==> src/hw/rtl/liu_pkg.sv <==
// ----------------------------------------------------------------------------
// liu_pkg: shared definitions for the linear interpolation upsampler
// Widths, reset values, sequencer states and the conditional-subtract result.
// ----------------------------------------------------------------------------
`default_nettype none

package liu_pkg;

  localparam int DATA_W = 8;   // key point and sample width
  localparam int LEN_W  = 6;   // segment length register width
  localparam int ACC_W  = LEN_W + 1;  // operand width of the shared subtractor

  localparam int                 MAX_SEGMENT_LEN_DEF = 63;
  localparam logic [LEN_W-1:0]   SEGMENT_LEN_RST     = 6'd8;

  // Sequencer states, one-hot.
  typedef enum logic [4:0] {
    ST_IDLE = 5'b00001,
    ST_DIV  = 5'b00010,
    ST_ADJ  = 5'b00100,
    ST_EMIT = 5'b01000,
    ST_FIN  = 5'b10000
  } liu_state_t;

  // Result of the shared compare-and-subtract unit.
  typedef struct packed {
    logic             ge;    // operand was at least the divisor
    logic [ACC_W-1:0] res;   // operand, reduced by the divisor when ge is set
  } liu_csub_t;

endpackage

`default_nettype wire

==> src/hw/rtl/linear_interp_upsampler.sv <==
// ----------------------------------------------------------------------------
// linear_interp_upsampler: key point to linear segment upsampler
// Expands each key point into a segment of samples that runs from the
// previous key point toward the new one, with exact integer flooring.
// ----------------------------------------------------------------------------
//
//   Channel  Direction  Handshake              Payload
//   in       input      in_valid / in_ready    in_key_value, in_final_point
//   out      output     out_valid / out_ready  out_sample, out_run_last,
//                                              out_stream_last
//   cfg      input      cfg_wr_en              cfg_wr_data (segment length)
//
// An input word is taken while the sequencer is idle. When a previous point
// exists and the segment length is two or more, the step per sample is found
// by a restoring division and a sign fix-up step, after which one sample word
// leaves per cycle while the output is not stalled; a final point adds one
// closing sample. The shared compare-and-subtract unit runs the division one
// quotient bit a cycle, then the remainder carry per sample.
// Reset (rst_n low, synchronous) forgets the previous point and sets the
// segment length to 8. A stalled output holds the sending states; the output
// register lets one sample wait while the next one is being formed.
// ----------------------------------------------------------------------------
`default_nettype none

module linear_interp_upsampler
  import liu_pkg::*;
#(
  parameter int MAX_SEGMENT_LEN = MAX_SEGMENT_LEN_DEF
)
(
  input  wire  logic              clk,
  input  wire  logic              rst_n,

  input  wire  logic              cfg_wr_en,
  input  wire  logic [LEN_W-1:0]  cfg_wr_data,

  input  wire  logic              in_valid,
  output logic                    in_ready,
  input  wire  logic [DATA_W-1:0] in_key_value,
  input  wire  logic              in_final_point,

  output logic                    out_valid,
  input  wire  logic              out_ready,
  output logic [DATA_W-1:0]       out_sample,
  output logic                    out_run_last,
  output logic                    out_stream_last
);

  localparam logic [LEN_W-1:0] MAX_LEN = LEN_W'(MAX_SEGMENT_LEN);

  // Configuration and stream state.
  logic [LEN_W-1:0]  seg_len_r;
  logic [DATA_W-1:0] prev_r, prev_nxt;
  logic              have_prev_r, have_prev_nxt;
  liu_state_t        state_r, state_nxt;

  // Working registers of the current word.
  logic [DATA_W-1:0] cur_r, cur_nxt;
  logic              fin_r, fin_nxt;
  logic [LEN_W-1:0]  den_r, den_nxt;      // segment length minus one
  logic [LEN_W-1:0]  cnt_r, cnt_nxt;      // samples still to send after this one
  logic [DATA_W-1:0] dvd_r, dvd_nxt;      // dividend, shifts into the quotient
  logic [LEN_W-1:0]  rem_r, rem_nxt;      // division remainder
  logic [2:0]        bit_r, bit_nxt;      // quotient bits left after this one
  logic              neg_r, neg_nxt;      // the difference was negative
  logic [DATA_W-1:0] dq_r, dq_nxt;        // floored whole step per sample
  logic [LEN_W-1:0]  dr_r, dr_nxt;        // fractional step in units of 1/den
  logic [DATA_W-1:0] smp_r, smp_nxt;      // current sample value
  logic [LEN_W-1:0]  frac_r, frac_nxt;    // current fraction, below den

  logic              out_valid_r, out_valid_nxt;
  logic [DATA_W-1:0] out_sample_r, out_sample_nxt;
  logic              out_run_last_r, out_run_last_nxt;
  logic              out_stream_last_r, out_stream_last_nxt;

  logic              in_fire;
  logic              slot_free;
  logic [LEN_W-1:0]  len_clamped;
  logic [DATA_W:0]   diff_full;
  logic [DATA_W-1:0] diff_abs;
  logic [ACC_W-1:0]  csub_opnd;
  liu_csub_t         csub_out;

  assign in_ready  = (state_r == ST_IDLE);
  assign in_fire   = in_valid && in_ready;
  assign slot_free = !out_valid_r || out_ready;

  // A zero length counts as one; lengths above the maximum saturate.
  always_comb begin
    priority if (seg_len_r == '0) begin
      len_clamped = LEN_W'(1);
    end else if (seg_len_r > MAX_LEN) begin
      len_clamped = MAX_LEN;
    end else begin
      len_clamped = seg_len_r;
    end
  end

  assign diff_full = {1'b0, in_key_value} - {1'b0, prev_r};
  assign diff_abs  = diff_full[DATA_W] ? DATA_W'(-diff_full) : diff_full[DATA_W-1:0];

  // The single subtractor serves the division during ST_DIV and the
  // fraction carry while samples are sent.
  always_comb begin
    if (state_r == ST_DIV) begin
      csub_opnd = {rem_r, dvd_r[DATA_W-1]};
    end else begin
      csub_opnd = ACC_W'(frac_r) + ACC_W'(dr_r);
    end
  end

  liu_csub u_csub (
    .opnd   (csub_opnd),
    .dvsr   (den_r),
    .result (csub_out)
  );

  always_comb begin
    state_nxt           = state_r;
    prev_nxt            = prev_r;
    have_prev_nxt       = have_prev_r;
    cur_nxt             = cur_r;
    fin_nxt             = fin_r;
    den_nxt             = den_r;
    cnt_nxt             = cnt_r;
    dvd_nxt             = dvd_r;
    rem_nxt             = rem_r;
    bit_nxt             = bit_r;
    neg_nxt             = neg_r;
    dq_nxt              = dq_r;
    dr_nxt              = dr_r;
    smp_nxt             = smp_r;
    frac_nxt            = frac_r;
    out_valid_nxt       = out_valid_r && !out_ready;
    out_sample_nxt      = out_sample_r;
    out_run_last_nxt    = out_run_last_r;
    out_stream_last_nxt = out_stream_last_r;

    unique case (state_r)
      ST_IDLE: begin
        if (in_fire) begin
          cur_nxt       = in_key_value;
          fin_nxt       = in_final_point;
          prev_nxt      = in_key_value;
          have_prev_nxt = !in_final_point;
          den_nxt       = len_clamped - LEN_W'(1);
          cnt_nxt       = len_clamped - LEN_W'(1);
          smp_nxt       = prev_r;
          frac_nxt      = '0;
          dvd_nxt       = diff_abs;
          neg_nxt       = diff_full[DATA_W];
          rem_nxt       = '0;
          bit_nxt       = 3'(DATA_W - 1);
          dq_nxt        = '0;
          dr_nxt        = '0;
          if (have_prev_r) begin
            // A one-sample segment carries only the start value.
            state_nxt = (len_clamped == LEN_W'(1)) ? ST_EMIT : ST_DIV;
          end else if (in_final_point) begin
            state_nxt = ST_FIN;
          end
        end
      end

      ST_DIV: begin
        rem_nxt = csub_out.res[LEN_W-1:0];
        dvd_nxt = {dvd_r[DATA_W-2:0], csub_out.ge};
        bit_nxt = bit_r - 3'd1;
        if (bit_r == '0) begin
          state_nxt = ST_ADJ;
        end
      end

      ST_ADJ: begin
        // Turn the magnitude quotient into a floored signed step.
        if (!neg_r) begin
          dq_nxt = dvd_r;
          dr_nxt = rem_r;
        end else if (rem_r == '0) begin
          dq_nxt = -dvd_r;
          dr_nxt = '0;
        end else begin
          dq_nxt = ~dvd_r;
          dr_nxt = den_r - rem_r;
        end
        state_nxt = ST_EMIT;
      end

      ST_EMIT: begin
        if (slot_free) begin
          out_valid_nxt       = 1'b1;
          out_sample_nxt      = smp_r;
          out_run_last_nxt    = (cnt_r == '0) && !fin_r;
          out_stream_last_nxt = 1'b0;
          smp_nxt  = smp_r + dq_r + DATA_W'(csub_out.ge);
          frac_nxt = csub_out.res[LEN_W-1:0];
          cnt_nxt  = cnt_r - LEN_W'(1);
          if (cnt_r == '0) begin
            state_nxt = fin_r ? ST_FIN : ST_IDLE;
          end
        end
      end

      ST_FIN: begin
        if (slot_free) begin
          out_valid_nxt       = 1'b1;
          out_sample_nxt      = cur_r;
          out_run_last_nxt    = 1'b1;
          out_stream_last_nxt = 1'b1;
          state_nxt           = ST_IDLE;
        end
      end

      default: begin
        state_nxt = ST_IDLE;
      end
    endcase
  end

  // Control state.
  always_ff @(posedge clk) begin
    if (!rst_n) begin
      state_r     <= ST_IDLE;
      seg_len_r   <= SEGMENT_LEN_RST;
      prev_r      <= '0;
      have_prev_r <= 1'b0;
      out_valid_r <= 1'b0;
    end else begin
      state_r     <= state_nxt;
      prev_r      <= prev_nxt;
      have_prev_r <= have_prev_nxt;
      out_valid_r <= out_valid_nxt;
      if (cfg_wr_en) begin
        seg_len_r <= cfg_wr_data;
      end
    end
  end

  // Datapath registers carry no reset.
  always_ff @(posedge clk) begin
    cur_r             <= cur_nxt;
    fin_r             <= fin_nxt;
    den_r             <= den_nxt;
    cnt_r             <= cnt_nxt;
    dvd_r             <= dvd_nxt;
    rem_r             <= rem_nxt;
    bit_r             <= bit_nxt;
    neg_r             <= neg_nxt;
    dq_r              <= dq_nxt;
    dr_r              <= dr_nxt;
    smp_r             <= smp_nxt;
    frac_r            <= frac_nxt;
    out_sample_r      <= out_sample_nxt;
    out_run_last_r    <= out_run_last_nxt;
    out_stream_last_r <= out_stream_last_nxt;
  end

  assign out_valid       = out_valid_r;
  assign out_sample      = out_sample_r;
  assign out_run_last    = out_run_last_r;
  assign out_stream_last = out_stream_last_r;

endmodule

`default_nettype wire

==> src/hw/rtl/liu_csub.sv <==
// ----------------------------------------------------------------------------
// liu_csub: shared compare-and-subtract unit
// Reduces an operand by the divisor when the operand is not below it.
// ----------------------------------------------------------------------------
`default_nettype none

module liu_csub
  import liu_pkg::*;
(
  input  wire logic [ACC_W-1:0] opnd,
  input  wire logic [LEN_W-1:0] dvsr,
  output liu_csub_t             result
);

  logic [ACC_W-1:0] dvsr_ext;
  logic [ACC_W-1:0] diff;

  assign dvsr_ext = {1'b0, dvsr};
  assign diff     = opnd - dvsr_ext;

  always_comb begin
    result.ge  = (opnd >= dvsr_ext);
    result.res = result.ge ? diff : opnd;
  end

endmodule

`default_nettype wire
==> config.mk <==
export PLATFORM = sky130hd
export DESIGN_NAME = linear_interp_upsampler
export DESIGN_NICKNAME = d
export VERILOG_FILES = /design/src/hw/rtl/liu_pkg.sv /design/src/hw/rtl/linear_interp_upsampler.sv /design/src/hw/rtl/liu_csub.sv
export SDC_FILE = /design/constraint.sdc
export NUM_CORES = 1
export LEC_CHECK = 0
export BUFFER_PORTS_ARGS = -buffer_cell sky130_fd_sc_hd__buf_4
export CAP_MARGIN = 20
export CORE_UTILIZATION = 61
export CTS_CLUSTER_DIAMETER = 150
export CTS_CLUSTER_SIZE = 20
export DETAILED_ROUTE_END_ITERATION = 10
export PLACE_DENSITY = 0.8
export SLEW_MARGIN = 10
export SYNTH_ARGS = -nofsm -noshare
export SYNTH_HDL_FRONTEND = slang
export SYNTH_SLANG_ARGS = --single-unit
export TNS_END_PERCENT = 20
==> constraint.sdc <==
create_clock -name clk -period 5 [get_ports clk]
set_input_delay 0.25 -clock clk [delete_from_list [all_inputs] [get_ports clk]]
set_output_delay 0.25 -clock clk [all_outputs]
set_load 0.03 [all_outputs]
==> flow_summary_export.csv <==
group,metric,value,unit
sta,setup_viol,0,
clocking,cts_inserted_buffers,9,
layout,fillCellCount,648,
worst_setup_path,cpLargestDelayFamily,"simple AND/OR/NAND/NOR gates",
power_and_ir_drop,switchingPower,1670,µW
sta,rsz0062_at_grt,"no",
clocking,clkSinkCount,98,
worst_setup_path,rr_startpoint,"state_r[3]",
detailed_routing,drc,0,
worst_setup_path,reg2reg_depth,17,
status,status,"finished clean",
placement,dp_hpwl,9140,µm
sta,skew,0.0120,ns
power_and_ir_drop,clkPwrFrac,14.0,%
placement,gp_congestion,0.895,
global_routing,grt_max_degree,26,
worst_setup_path,r2r_slack,0.45,ns
sta,timing.hold.ws,0.0585,ns
power_and_ir_drop,power,3940,µW
clocking,clk_path_buf_depth,2,
synth,synthArstFlopShare,0,%
worst_setup_path,worst-path-buf-inv,0,
detailed_routing,ant_nets,0,
layout,nNetsFinal,658,
floorplan,num_rows,34,
clocking,clk_pin_slew,0.11,ns
synth,syn_avg_cell_area,10.2,µm²
worst_setup_path,crit_chain,"or3_4, or3b_1, and4b_1, or3_1, ha_1, o21a_1, o31a_1, nor4_4, fa_1, fa_1, nor2b_1, o21ai_0, nand2b_1, a21o_1, a21oi_1, xor2_1, o21ai_0",
power_and_ir_drop,cellPowerDensity,627,nW/µm²
clocking,cts_tree,"built",
synth,synthDistinctLibCells,53,
floorplan,fp.dieH,98.8,µm
worst_setup_path,path_class,"flip-flop to flip-flop",
synth,synth.cell_area,5710,µm²
power_and_ir_drop,sequentialPowerShare,35.5,%
worst_setup_path,crit_slowest_cell,"or3b_1",
power_and_ir_drop,pwr-share-comb,50.5,%
floorplan,io_pins,32,
clocking,clock_latency,0.38,ns
detailed_routing,drtIter0Drc,294,
synth,syn_nets,625,
floorplan,core-area,8890,µm²
worst_setup_path,end_kind,"flip-flop",
detailed_routing,avgViaCountPerCell,6.07,
sta,final.setup.tns,0,ns
layout,final_cell_area,6280,µm²
floorplan,start_util,64.2,%
clocking,clock-root-buffer,"clkbuf_8",
layout,antenna_cells,0,
worst_setup_path,arrival,4.68,ns
detailed_routing,first_pass_iters,7,
layout,multi_input_area,2760,µm²
layout,final-seq-area,2730,µm²
global_routing,track_usage,28.0,%
synth,synth_seq_cells,98,
layout,final_cell_mix,"nand2_1 (78), edfxtp_1 (77), nor2_1 (47)",
detailed_routing,post_drt_wl_per_cell,17.9,µm
sta,tightest_slew,1.08,ns
global_routing,grt_pass1_vias,4264,
global_routing,grt_antenna_before_repair,0,
power_and_ir_drop,cellLeakagePower,0.00259,µW
worst_setup_path,startpoint_type,"flip-flop",
worst_setup_path,cp-endpoint,"smp_r[6]",
synth,ys_warn_count,0,
floorplan,die_area,9750,µm²
global_routing,grt_pass1_wl,20900,µm
job,drv_cap,0,
clocking,cts-resized-gates,0,
sta,fin_crit,4.55,ns
sta,drv_slew,0,
power_and_ir_drop,ir_worst_vdd,0.000484,V
clocking,cts_setup_buffers,0,
detailed_routing,wl,12700,µm
synth,synth_edf_count,77,
placement,port_buffers,31,
worst_setup_path,timing.critical_path.from,"state_r[3]",
floorplan,dieWidth,98.8,µm
layout,area_delta_synth_final,9.95,%
worst_setup_path,crit_path_max_fanout,15,
placement,place_area,6070,µm²
sta,hold_viol,0,
hold_path,hp-class,"input port to flip-flop",
worst_setup_path,timing.rr.end,"smp_r[6]",
synth,ys_seq_area_share,47.8,%
power_and_ir_drop,p_int,2270,µW
global_routing,grt_overflow_total,0,
worst_setup_path,slowest_delay,0.60,ns
worst_setup_path,crit_cells,17,
detailed_routing,vias,4284,
clocking,cts-htree-levels,3,
layout,drive_gt1_share,10.7,%
power_and_ir_drop,swShare,42.4,%
clocking,cts_hold_buffers,0,
sta,fmax,220,MHz
layout,final_common_cell,"nand2_1",
sta,max_slew_margin,27.9,%
hold_path,min-delay-start,"in_key_value[0]",
worst_setup_path,worstPathRequired,5.13,ns
synth,synth_cells,560,
synth,yosys_most_used_dff,"edfxtp_1",
sta,period_share,91.0,%
-- stage by stage --
step	util [%]	cells	setup slack (ns)
finish	70.6	706	0.452
global route	70.6	706	0.136
CTS	70.6	706	0.449
detailed placement	68.2	690	0.446
global placement	68.2	690	0.620
floorplan	-	560	0.391
-- per-layer routing --
| layer | share of wire (%) | GRT usage (%) | up-vias |
|---|---|---|---|
| met3 | 7.6 | 4.54 | 25 |
| met4 | 2.3 | 11.0 | 0 |
| met1 | 44 | 39.3 | 2038 |
| met2 | 46 | 43.9 | 195 |
| li1 | - | - | 2026 |
| met5 | 0 | 0 | - |
-- synthesized netlist by cell type (2+ instances only) --
| cell | number | share of area [%] |
|---|---|---|
| nand2b_1 | 5 | 0.55 |
| o31ai_1 | 4 | 0.53 |
| o211ai_1 | 2 | 0.26 |
| and3_1 | 3 | 0.33 |
| a21o_1 | 6 | 0.79 |
| nor2b_1 | 15 | 1.6 |
| or2_2 | 3 | 0.33 |
| a21oi_1 | 23 | 2.0 |
| nor3b_2 | 2 | 0.44 |
| nor4_1 | 3 | 0.33 |
| dfxtp_1 | 21 | 7.4 |
| inv_1 | 45 | 3.0 |
| a31oi_1 | 5 | 0.55 |
| and2_1 | 6 | 0.66 |
| o22ai_1 | 4 | 0.44 |
| edfxtp_1 | 77 | 40 |
| nand3b_1 | 6 | 0.79 |
| o31a_1 | 2 | 0.31 |
| nand2_1 | 78 | 5.1 |
| clkbuf_1 | 13 | 0.85 |
| fa_1 | 6 | 2.1 |
| xnor2_1 | 20 | 3.1 |
| nor3b_1 | 2 | 0.26 |
| nor3_1 | 11 | 0.96 |
| mux2_2 | 2 | 0.39 |
| a21boi_0 | 10 | 1.3 |
| or3_1 | 3 | 0.33 |
| xor2_1 | 20 | 3.1 |
| o21a_1 | 4 | 0.53 |
| o21ai_0 | 29 | 2.5 |
| nor2_1 | 47 | 3.1 |
| mux2i_1 | 20 | 3.5 |
| nand3_1 | 5 | 0.44 |
| ha_1 | 39 | 8.5 |
-- state kept, by name, summed over array words and instances (netlist names) --
signal / flops
dq_r: 8
out_valid: 1
out_stream_last: 1
dvd_r: 8
out_sample: 8
neg_r: 1
prev_r: 8
have_prev_r: 1
rem_r: 6
cnt_r: 6
frac_r: 6
state_r: 5
cur_r: 8
dr_r: 6
out_run_last: 1
seg_len_r: 6
fin_r: 1
bit_r: 3
smp_r: 8
den_r: 6
-- cell type report --
cell class,instances,share of cell area (%)
Clock buffer,9,1.97
Clock inverter,7,1.41
Inverter,46,2.75
Multi-Input combinational cell,402,43.9
Sequential cell,98,43.5
Tap cell,108,2.15
Timing Repair Buffer,36,4.30
-- power by group through the flow --
stage               registers (µW)  logic [µW]  clock network (µW)
CTS                           1390        1970                 546
global placement              1400        1860                   0
finish                        1400        1990                 550
detailed placement            1410        1940                   0
floorplan                     1360        1450                   0
global route                  1420        2190                 575
-- worst min-delay path by stage --
| stage | end | slack [ns] | depth (start not counted) |
|---|---|---|---|
| after floorplan | cur_r[0] | 0.35 | 0 |
| after global placement | cur_r[0] | 0.45 | 1 |
| after detailed placement | cur_r[0] | 0.45 | 1 |
| after CTS | cur_r[6] | 0.06 | 1 |
| after global routing | cur_r[6] | 0.05 | 1 |
| final | cur_r[0] | 0.06 | 1 |
-- cells by family after synthesis --
logic type | synth area share [%]
fa+ha+maj | 10.6
xor+xnor | 6.13
simple gates | 16.7
flops | 47.8
buf+inv | 3.96
compound gates | 10.8
mux | 3.90
Note: power is estimated with default switching activity, not from simulation.
